File: src/hw/rtl/mgds_pkg.sv
// Shared types and constants for the masked gamma 2x2 downsampler.
`default_nettype none
package mgds_pkg;
    localparam logic       CMD_PIXEL  = 1'b0;
    localparam logic       CMD_TABLE  = 1'b1;
    localparam logic [1:0] REG_WIDTH  = 2'd0;
    localparam logic [1:0] REG_CHAN   = 2'd1;
    localparam logic [1:0] REG_NODATA = 2'd2;
    localparam logic [7:0] VALID_LEVEL = 8'd127;
    localparam logic [7:0] FULL_MASK   = 8'd255;
    localparam logic [9:0] TABLE_TOP   = 10'd1020;
    localparam logic [12:0] RECIP3     = 13'd2731;

    typedef struct packed {
        logic [3:0][8:0] sum;
        logic [1:0]      cnt;
    } partial_t;

    typedef struct packed {
        logic       accept;
        logic       load;
        logic       gread;
        logic       gcap;
        logic       emit;
        logic [1:0] ch_idx;
    } ctl_cmd_t;

    typedef struct packed {
        logic need_load;
        logic avg;
        logic last_ch;
        logic out_free;
    } dp_stat_t;
endpackage
`default_nettype wire

File: src/hw/rtl/mgds_ctrl.sv
// Sequencing controller for the masked gamma 2x2 downsampler.
`default_nettype none
module mgds_ctrl
    import mgds_pkg::*;
(
    input  wire logic     clk,
    input  wire logic     rst_n,
    input  wire logic     in_valid,
    output logic          in_stall,
    input  dp_stat_t      stat,
    output ctl_cmd_t      cmd
);
    localparam logic [2:0] S_IDLE  = 3'd0;
    localparam logic [2:0] S_LOAD  = 3'd1;
    localparam logic [2:0] S_GREAD = 3'd2;
    localparam logic [2:0] S_GCAP  = 3'd3;
    localparam logic [2:0] S_EMIT  = 3'd4;

    logic [2:0] state_reg, state_next;
    logic [1:0] ch_reg, ch_next;

    always_comb
    begin
        state_next = state_reg;
        ch_next    = ch_reg;
        cmd        = '0;
        cmd.ch_idx = ch_reg;
        case (state_reg)
            S_IDLE:
            begin
                cmd.accept = in_valid;
                if (in_valid && stat.need_load)
                begin
                    state_next = S_LOAD;
                end
            end
            S_LOAD:
            begin
                cmd.load   = 1'b1;
                ch_next    = 2'd0;
                state_next = stat.avg ? S_GREAD : S_EMIT;
            end
            S_GREAD:
            begin
                cmd.gread  = 1'b1;
                state_next = S_GCAP;
            end
            S_GCAP:
            begin
                cmd.gcap = 1'b1;
                if (stat.last_ch)
                begin
                    state_next = S_EMIT;
                end
                else
                begin
                    ch_next    = ch_reg + 2'd1;
                    state_next = S_GREAD;
                end
            end
            S_EMIT:
            begin
                if (stat.out_free)
                begin
                    cmd.emit   = 1'b1;
                    state_next = S_IDLE;
                end
            end
            default:
            begin
                state_next = S_IDLE;
            end
        endcase
    end

    assign in_stall = (state_reg != S_IDLE);

    always_ff @(posedge clk or negedge rst_n)
    begin
        if (!rst_n)
        begin
            state_reg <= S_IDLE;
            ch_reg    <= 2'd0;
        end
        else
        begin
            state_reg <= state_next;
            ch_reg    <= ch_next;
        end
    end
endmodule
`default_nettype wire

File: config.mk
export PLATFORM = sky130hd
export DESIGN_NAME = mgds_ctrl
export DESIGN_NICKNAME = d
export VERILOG_FILES = /design/src/hw/rtl/mgds_pkg.sv /design/src/hw/rtl/mgds_ctrl.sv
export SDC_FILE = /design/constraint.sdc
export NUM_CORES = 1
export LEC_CHECK = 0
export BUFFER_PORTS_ARGS = -buffer_cell sky130_fd_sc_hd__buf_2
export CORE_AREA = 8 8 45 47
export CTS_CLUSTER_SIZE = 14
export DETAILED_ROUTE_END_ITERATION = 16
export DIE_AREA = 0 0 53 55
export SLEW_MARGIN = 20
export SYNTH_ARGS = -nofsm -noshare
export SYNTH_HDL_FRONTEND = slang
export SYNTH_SLANG_ARGS = --single-unit
File: constraint.sdc
create_clock -name clk -period 1.1 [get_ports clk]
set_input_delay 0.275 -clock clk [delete_from_list [all_inputs] [get_ports clk]]
set_output_delay 0.275 -clock clk [all_outputs]
set_load 0.02 [all_outputs]
==> flow_metrics.tcl <==
set metrics [dict create \
    areaGrowthSynthToFinish_pct 122 \
    final_cell_mix "10 x buf_4, 9 x buf_6, 8 x buf_2, 5 x dfrtp_1" \
    fin_crit_sh 1.36 \
    drc_errors 0 \
    fin_area_um2 612 \
    grt_pass1_vias 385 \
    grt_max_degree 6 \
    port_buffers 14 \
    tightest_slew_ns 0.215 \
    grt_pass1_wl_mm 1.66 \
    drtIter0Drc 4 \
    syn_area_um2 275 \
    rsz0062_at_grt "yes" \
    max_slew_margin 0.855 \
    synth_seq_cells 5 \
    crit_chain "or3_4, nor2_4, buf_6" \
    fill_cells 129 \
    power.static_leakage_nw 0.306 \
    critPathArrivalTime_ns 1.22 \
    cts_buffers 3 \
    grt_antenna_before_repair 0 \
    ant_nets 0 \
    final_nets 71 \
    clock_latency_ns 0.24 \
    crit_required_ns 0.82 \
    critPathMaxFanout 2 \
    seq_area_frac_synth 0.455 \
    endpoint_kind "output port" \
    pwr_density_cell_nw_per_um2 2880 \
    vias 353 \
    final_util 0.442 \
    finalWirelength_um 974 \
    clock.fmax_mhz 670 \
    worst_slack_ns -0.393 \
    clock_skew_ns 0.00415 \
    finalHoldWorstSlack_ns 0.234 \
    endpoint "cmd[6]" \
    gp_congestion 0.746 \
    die_y_um 55 \
    die_w_um 53 \
    vias_per_cell 4.47 \
    dp_hpwl_um 655 \
    maxSlewViolCount 0 \
    ios 15 \
    fin_setup_tns_ns -2.05 \
    startpoint "state_reg[0]$_DFFE_PN0P_" \
    ctsHtreeMaxLevel 1 \
    status "complete, but fails checks" \
    cp.depth 3 \
    start_util 0.199 \
    die-area_um2 2920 \
    firstDrtPassIters 3 \
    path_class "flip-flop to output port" \
    fp.coreArea_um2 1380 \
    max-vdd-ir-drop_v 0.00139 \
    setup_viol 8 \
    syn-num-nets 39 \
    drv_cap 0 \
    post_dp_cell_area_um2 447 \
    hold_viol_final 0 \
    worstReg2RegStart "state_reg[0]$_DFFE_PN0P_" \
    violations "setup timing" \
    synth_cell_types 19 \
    overflow 0 \
    num_rows 14 \
    syn_inst 32 \
    r2r_cells 6 \
    wl_per_cell_um 12.3 \
    slowest_delay_ns 0.39 \
    critPathTopFamily "simple AND/OR/NAND/NOR gates" \
    crit_slowest_cell "dfrtp_1" \
    layout-drive-gt1-share 0.683 \
    hp-class "primary input to flip-flop" \
    rr_endpoint "ch_reg[0]$_DFFE_PN0P_" \
    path_buf_inv 1 \
    n_antenna_cell 0 \
    track_usage 0.0811 \
    rrSetupSlack_ns -0.06 \
    cts-root-buf "clkbuf_4" \
    cts_sinks 5 \
    min_period_ns 1.49 \
    final_common_cell "buf_4" \
    largest_register_ffs 3 \
    cts_tree "yes" \
    cts_buffer_depth 2 \
    clkTransAtPathRegs_ns 0.04 \
    synth.avg_cell_area_um2 8.60 \
    yosys_warnings 0 \
    cp-start-kind "flip-flop" \
]
Yosys cell counts:
library cell	count	area share
nor2_1	7	0.095
dfrtp_1	5	0.45
inv_1	2	0.027
nand2_1	2	0.027
nor3_1	2	0.036
a21o_1	1	0.027
a21oi_1	1	0.018
a22o_1	1	0.032
a22oi_1	1	0.027
and2_1	1	0.023
and3_1	1	0.023
buf_4	1	0.027
nand2b_1	1	0.023
nand2b_2	1	0.032
nor2b_1	1	0.023
o21ai_0	1	0.018
o32ai_1	1	0.032
o41ai_1	1	0.032
or3_1	1	0.023
per-layer routing:
layer / vias to the layer above / wire, um / track usage
met5: - / 0 / 0
met4: 0 / 30 / 0.0905
met3: 4 / 45 / 0.0214
met2: 9 / 535 / 0.139
met1: 168 / 362 / 0.0736
li1: 172 / - / -
through the flow:
| step | cells | power [W] | setup WS, ns |
|---|---|---|---|
| after floorplan | 32 | 0.000814 | -0.186 |
| after global placement | 70 | 0.00114 | -0.165 |
| after detailed placement | 70 | 0.00115 | -0.173 |
| after CTS | 76 | 0.00153 | -0.397 |
| after global routing | 79 | 0.00189 | -0.439 |
| final | 79 | 0.00176 | -0.393 |
worst min-delay path by stage:
| stage | slack, ns | from | cells past startpoint | endpoint |
|---|---|---|---|---|
| floorplan | -0.02 | rst_n | 0 | ch_reg[0]$_DFFE_PN0P_ |
| global placement | 0.1 | rst_n | 1 | state_reg[2]$_DFFE_PN0P_ |
| detailed placement | 0.1 | rst_n | 1 | state_reg[2]$_DFFE_PN0P_ |
| CTS | 0.22 | stat[0] | 2 | state_reg[2]$_DFFE_PN0P_ |
| global route | 0.22 | stat[0] | 2 | state_reg[2]$_DFFE_PN0P_ |
| finish | 0.23 | stat[0] | 2 | state_reg[2]$_DFFE_PN0P_ |
power by group:
group	switching (W)	internal (W)	total, W
Clock	0.0000732	0.000137	0.000210
Sequential	0.0000622	0.000256	0.000318
Combinational	0.000581	0.000651	0.00123
Total	0.000716	0.00104	0.00176
what timing repair did:
| item | in CTS | in global routing |
|---|---|---|
| endpoints found under the hold margin | 5 | 0 |
| hold buffers | 1 | 0 |
| gates resized for setup | 14 | 14 |
| setup buffers | 1 | 3 |
| pin swaps | 1 | 1 |
| cloned | 0 | 0 |
| endpoints found under the setup margin | 9 | 11 |
area by class of cell:
cell class / instances / area [um2] / area share
tap: 16 / 20.0 / 0.0327
timing repair buffer: 28 / 226 / 0.370
sequential: 5 / 125 / 0.204
inverter: 2 / 7.51 / 0.0123
clock buffer: 4 / 26.3 / 0.0429
multi-input combinational: 24 / 206 / 0.337
kinds of logic (layout without fill, tap and decap cells):
logic type	count (synthesis)	count (layout)	synth area share
AO/OA/AOI/OAI	7	7	0.186
buffers and inverters	3	34	0.0546
flip-flops	5	5	0.455
AND/OR/NAND/NOR	17	17	0.305
Note: power is estimated with default switching activity, not from simulation.
